$ cat src/hw/rtl/crcanv_pkg.sv
// shared types, codes and defaults for the circle raster canvas
package crcanv_pkg;

    // default sizes
    localparam int DEF_MAX_WIDTH  = 256;
    localparam int DEF_MAX_HEIGHT = 256;
    localparam int DEF_FRAC_BITS  = 8;

    // fixed field widths
    localparam int OP_W     = 2;
    localparam int CHAR_W   = 8;
    localparam int CENTER_W = 18;
    localparam int RADIUS_W = 17;
    localparam int RC_W     = 8;
    localparam int SIZE_W   = 9;
    localparam int MUL_W    = 18;
    localparam int RSQ_W    = 2 * MUL_W;

    localparam int IN_TDATA_W  = 88;
    localparam int OUT_TDATA_W = 16;

    // command codes
    localparam logic [OP_W-1:0] OP_CLEAR = 2'd0;
    localparam logic [OP_W-1:0] OP_DRAW  = 2'd1;
    localparam logic [OP_W-1:0] OP_READ  = 2'd2;

    // shape bytes
    localparam logic [CHAR_W-1:0] SHAPE_DISC    = 8'h43;
    localparam logic [CHAR_W-1:0] SHAPE_OUTLINE = 8'h63;

    // register indexes
    localparam logic [1:0] REG_CANVAS_WIDTH  = 2'd0;
    localparam logic [1:0] REG_CANVAS_HEIGHT = 2'd1;
    localparam logic [1:0] REG_BACKGROUND    = 2'd2;

    localparam logic [SIZE_W-1:0] RST_CANVAS_WIDTH  = 9'd256;
    localparam logic [SIZE_W-1:0] RST_CANVAS_HEIGHT = 9'd256;
    localparam logic [CHAR_W-1:0] RST_BACKGROUND    = 8'd32;

    typedef enum logic [3:0] {
        ST_IDLE,
        ST_MUL_CX,
        ST_MUL_CY,
        ST_MUL_R,
        ST_MUL_RI,
        ST_SCAN,
        ST_READ,
        ST_DONE
    } ctrl_state_t;

    typedef enum logic [1:0] {
        MUL_CX,
        MUL_CY,
        MUL_R,
        MUL_RI
    } mul_sel_t;

    typedef struct packed {
        logic     load;
        logic     mul_en;
        mul_sel_t mul_sel;
        logic     scan_step;
        logic     read_en;
        logic     out_load;
    } cmd_t;

    typedef struct packed {
        logic draw_ok;
        logic last_cell;
        logic out_free;
    } stat_t;

endpackage

$ cat src/hw/rtl/crcanv_ctrl.sv
// command sequencer for the circle raster canvas
module crcanv_ctrl (
    input  logic                        clk,
    input  logic                        rst_n,
    input  logic                        in_valid,
    input  logic [crcanv_pkg::OP_W-1:0] in_op,
    input  crcanv_pkg::stat_t           stat,
    output logic                        in_ready,
    output crcanv_pkg::cmd_t            cmd
);

    crcanv_pkg::ctrl_state_t state_reg;
    crcanv_pkg::ctrl_state_t state_next;

    always_ff @(posedge clk or negedge rst_n)
    begin
        if (!rst_n)
        begin
            state_reg <= crcanv_pkg::ST_IDLE;
        end
        else
        begin
            state_reg <= state_next;
        end
    end

    always_comb
    begin
        state_next = state_reg;
        unique case (state_reg)
            crcanv_pkg::ST_IDLE:
            begin
                if (in_valid)
                begin
                    unique case (in_op)
                        crcanv_pkg::OP_CLEAR: state_next = crcanv_pkg::ST_SCAN;
                        crcanv_pkg::OP_DRAW:  state_next = crcanv_pkg::ST_MUL_CX;
                        crcanv_pkg::OP_READ:  state_next = crcanv_pkg::ST_READ;
                        default:              state_next = crcanv_pkg::ST_DONE;
                    endcase
                end
            end
            crcanv_pkg::ST_MUL_CX: state_next = crcanv_pkg::ST_MUL_CY;
            crcanv_pkg::ST_MUL_CY: state_next = crcanv_pkg::ST_MUL_R;
            crcanv_pkg::ST_MUL_R:  state_next = crcanv_pkg::ST_MUL_RI;
            crcanv_pkg::ST_MUL_RI:
            begin
                // rejected draws skip the scan and leave the canvas alone
                state_next = stat.draw_ok ? crcanv_pkg::ST_SCAN : crcanv_pkg::ST_DONE;
            end
            crcanv_pkg::ST_SCAN:
            begin
                if (stat.last_cell)
                begin
                    state_next = crcanv_pkg::ST_DONE;
                end
            end
            crcanv_pkg::ST_READ: state_next = crcanv_pkg::ST_DONE;
            crcanv_pkg::ST_DONE:
            begin
                if (stat.out_free)
                begin
                    state_next = crcanv_pkg::ST_IDLE;
                end
            end
            default: state_next = crcanv_pkg::ST_IDLE;
        endcase
    end

    always_comb
    begin
        in_ready      = 1'b0;
        cmd.load      = 1'b0;
        cmd.mul_en    = 1'b0;
        cmd.mul_sel   = crcanv_pkg::MUL_CX;
        cmd.scan_step = 1'b0;
        cmd.read_en   = 1'b0;
        cmd.out_load  = 1'b0;
        unique case (state_reg)
            crcanv_pkg::ST_IDLE:
            begin
                in_ready = 1'b1;
                cmd.load = in_valid;
            end
            crcanv_pkg::ST_MUL_CX:
            begin
                cmd.mul_en  = 1'b1;
                cmd.mul_sel = crcanv_pkg::MUL_CX;
            end
            crcanv_pkg::ST_MUL_CY:
            begin
                cmd.mul_en  = 1'b1;
                cmd.mul_sel = crcanv_pkg::MUL_CY;
            end
            crcanv_pkg::ST_MUL_R:
            begin
                cmd.mul_en  = 1'b1;
                cmd.mul_sel = crcanv_pkg::MUL_R;
            end
            crcanv_pkg::ST_MUL_RI:
            begin
                cmd.mul_en  = 1'b1;
                cmd.mul_sel = crcanv_pkg::MUL_RI;
            end
            crcanv_pkg::ST_SCAN: cmd.scan_step = 1'b1;
            crcanv_pkg::ST_READ: cmd.read_en   = 1'b1;
            crcanv_pkg::ST_DONE: cmd.out_load  = stat.out_free;
            default: ;
        endcase
    end

endmodule

$ cat config.mk
export PLATFORM = sky130hd
export DESIGN_NAME = crcanv_ctrl
export DESIGN_NICKNAME = d
export VERILOG_FILES = /design/src/hw/rtl/crcanv_pkg.sv /design/src/hw/rtl/crcanv_ctrl.sv
export SDC_FILE = /design/constraint.sdc
export NUM_CORES = 1
export LEC_CHECK = 0
export ABC_AREA = 1
export BUFFER_PORTS_ARGS = -buffer_cell sky130_fd_sc_hd__buf_2
export CAP_MARGIN = 20
export CORE_AREA = 2 2 39 41
export DETAILED_ROUTE_END_ITERATION = 12
export DIE_AREA = 0 0 41 43
export GPL_TIMING_DRIVEN = 0
export PLACE_DENSITY = 0.56
export SYNTH_ARGS = -nofsm -noshare
export SYNTH_HDL_FRONTEND = slang
export SYNTH_SLANG_ARGS = --single-unit
$ cat constraint.sdc
create_clock -name clk -period 1.3 [get_ports clk]
set_input_delay 0.13 -clock clk [delete_from_list [all_inputs] [get_ports clk]]
set_output_delay 0.13 -clock clk [all_outputs]
set_load 0.05 [all_outputs]
# Yosys cells after proc, flatten, opt, wreduce, memory -nomap -nowiden
# Cells that the tools add are included.
# op_classes
n_eq_ne,12
n_reduce_logical,3
mux,12
# op_table
op,count
4-bit case mux with 8 select lines,1
4-bit by 3-bit equality test with 1-bit output (second input constant),4
4-bit two-way mux,3
3-bit case mux with 4 select lines,1
3-bit case mux with 3 select lines,1
4-bit by 2-bit equality test with 1-bit output (second input constant),2
2-bit != test (second input constant),3
1-bit two-way mux,5
4-bit by 1-bit equality test with 1-bit output (second input constant),1
4-bit zero test,1
3-bit AND reduction,1
2-bit by 1-bit equality test with 1-bit output (second input constant),1
2-bit equality test (second input constant),1
2-bit zero test,1
2-bit two-way mux,1
# word_totals
reg_bits,4
out_inout_bits,8

# Depth between registers and ports, before layout
# depth
depth_word,4
mapped_depth,7
mapped_depth_nobuf,7

# Worst setup path after synthesis
# OpenSTA, ideal clock, no wires.
# synth_timing
path_type,flip-flop to output port
startpoint,register state_reg[1]
endpoint,output cmd[0] (netlist name)
path_slack_ns,-0.435
required_ns,1.170
t_arrival_ns,1.605
path_stages_with_launch,4
path_cell_list,dfrtp_1 -> buf_6 -> nand2_1 -> nor3_1
# synth_rtl
element,line_no,text
start: declaration,crcanv_ctrl.sv:12,crcanv_pkg::ctrl_state_t state_reg;
start signal: assignment,crcanv_ctrl.sv:19,state_reg <= crcanv_pkg::ST_IDLE;
start signal: assignment,crcanv_ctrl.sv:23,state_reg <= state_next;
end: declaration,crcanv_ctrl.sv:9,output crcanv_pkg::cmd_t cmd

==> impl_metrics.toml <==
[final_layout]
largest_reg_flops = 3
drive_above_1_share_pct = 56.6
antenna_cells = 0
synthToLayoutAreaGrowth_pct = 80.5
final_nets = 85

[yosys]
synth_seq_cells = 3
yosys.cell_types.count = 18
synthTopCellsByArea = "dfrtp_1 22%, nand2_1 12%, inv_1 9.7%"
yosysWarnings = 0
syn_avg_cell_area_um2 = 6.80
synthTopCellsByCount = "11 x nand2_1, 9 x inv_1, 5 x nand3_1"
yosysMostFrequentCell = "nand2_1"
synth_top_cell_by_area = "dfrtp_1"
synthArstFlopShare_pct = 100
syn-instance-count = 51
syn_area_um2 = 347
synth_nets = 59
ys_seq_area_share_pct = 21.7
yosysTopAreaCellShare_pct = 21.7
yosys_most_used_dff = "dfrtp_1"
synth_edf_count = 0

[grt]
antenna_found_initial = 0
grt_pass1_wl_mm = 1.17
grt_max_degree = 9
grt_overflow_total = 0
grt_pass1_vias = 324
grt.total_usage_pct = 9.26

[timing]
finClkSkew_ns = 0.00182
setup_ws_ns = -0.111
max_freq_ghz = 0.709
slew_viol_final = 0
finalHoldViolations = 0
setup_viol = 5
period_minus_slack_ns = 1.41
rsz0062_at_grt = "true"
worst_pin_slew_ns = 0.246
relSlewSlack_pct = 83.7
period_share_pct = 109

[floorplanning]
die_width_um = 41
start_util_pct = 25.0
fp-row-count = 14
ios = 16
dieArea_um2 = 1760
fp.dieH_um = 43
coreArea_um2 = 1380

[detailed_routing]
vias_per_cell = 4.32
totalWireLength_um = 834
first_iter_violations = 4
avgRoutedWirePerCell_um = 9.07
drc = 0
ant_nets = 0
firstDrtPassIters = 2
vias = 397

[worst_setup_path]
setup.worst_path.end_class = "output pin"
critPathRequiredTime_ns = 1.17
crit_type = "flip-flop to output pin"
r2r-start = "state_reg[1]"
rr_endpoint = "state_reg[1]"
arrival_ns = 1.28
cp-start-kind = "flip-flop"
ff2ff_path_depth = 9
rrSetupSlack_ns = 0.04
crit_fanout = 7

[clock_network]
clk_latency_ns = 0.23
cts_tree = "yes"
cts.sinks = 3
clk_pin_slew_ns = 0.04
cts_made_buffers = 3
clk_path_buf_depth = 2
root_buffer = "clkbuf_4"
htreeDepth = 1

[placement]
place_ws_ns = -0.0621
place_congestion = 0.719
port_buffers = 15
dp_hpwl_um = 579

[flow_run]
maxCapViolations = 0

[outcome]
violations = "setup timing"
outcome = "finished, violations left"

[hold_path]
hold_class = "input pin to async pin"
## layout by cell type (no fill, tap or decap), types with 2 or more instances in the layout
cell      n
nand2_1   9
inv_1     8
buf_2     8
buf_4     7
buf_6     5
nand2_4   3
nand3_2   3
nor2_1    3
o21ai_2   3
clkbuf_4  3
buf_8     3
dfrtp_1   3
nor3_1    2
nand3_1   2
nand4_1   2
## how the worst max path moves through the flow
stage / startpoint / endpoint / slack [ns] / depth (start not counted)
finish: state_reg[1] / cmd[5] / -0.11 / 6
global route: state_reg[1] / cmd[5] / -0.16 / 6
CTS: state_reg[1] / cmd[5] / -0.12 / 6
detailed placement: state_reg[0] / cmd[5] / -0.06 / 6
global placement: state_reg[2] / cmd[5] / -0.06 / 6
floorplan: state_reg[0] / cmd[1] / -0.42 / 2
## per-layer routing
| metal | track usage [%] | up-vias | part of all wire [%] |
|---|---|---|---|
| met4 | 4.00 | 0 | 0 |
| met1 | 11.3 | 175 | 41 |
| met5 | 0 | - | 0 |
| met3 | 0 | 0 | 4.4 |
| li1 | - | 211 | - |
| met2 | 15.9 | 11 | 54 |
## per-stage QoR
stage | setup TNS (ns) | util (%) | hold WS, ns | instance area [um2] | cells
6_report | -0.268 | 45.2 | 0.224 | 626 | 92
5_1_grt | -0.799 | 45.2 | 0.226 | 626 | 92
4_1_cts | -0.302 | 42.9 | 0.231 | 593 | 90
3_5_place_dp | -0.0621 | 33.8 | -0.0748 | 468 | 82
3_3_place_gp | -0.0553 | 33.8 | -0.0760 | 468 | 82
2_1_floorplan | -0.862 | - | -0.166 | 373 | 51
## worst max-delay path, cell delays in order, from the launching register on
cell      delay, ns
dfrtp_1        0.36
buf_6          0.14
nor2_8         0.15
nand2_4        0.07
nand2_4        0.06
o21bai_4       0.11
buf_8          0.15
## layout make-up
type / instances / area, um2
sequential: 3 / 75.1
inverter: 10 / 45.0
fill: 134 / 758
tap: 16 / 20.0
buffer: 3 / 33.8
timing repair buffer: 21 / 170
multi-input combinational: 35 / 255
clock buffer: 4 / 26.3
## timing repair
| item | 4_1_cts | 5_1_grt |
|---|---|---|
| hold endpoints to repair | 3 | 0 |
| endpoints found under the setup margin | 8 | 8 |
| pin swaps | 1 | 0 |
| gates resized for setup | 21 | 4 |
| setup buffers | 3 | 2 |
| hold buffers | 1 | 0 |
## kinds of logic (layout without fill, tap and decap cells)
kind of cell,after synthesis,after routing,share of synthesized area (%)
flops,3,3,21.7
simple gates,29,29,44.8
compound gates,6,6,13.4
buf+inv,13,38,20.2
Power is left out: the tool's default activity adds up to more than one toggle a clock period on the data nets, which glitch-free logic cannot reach.
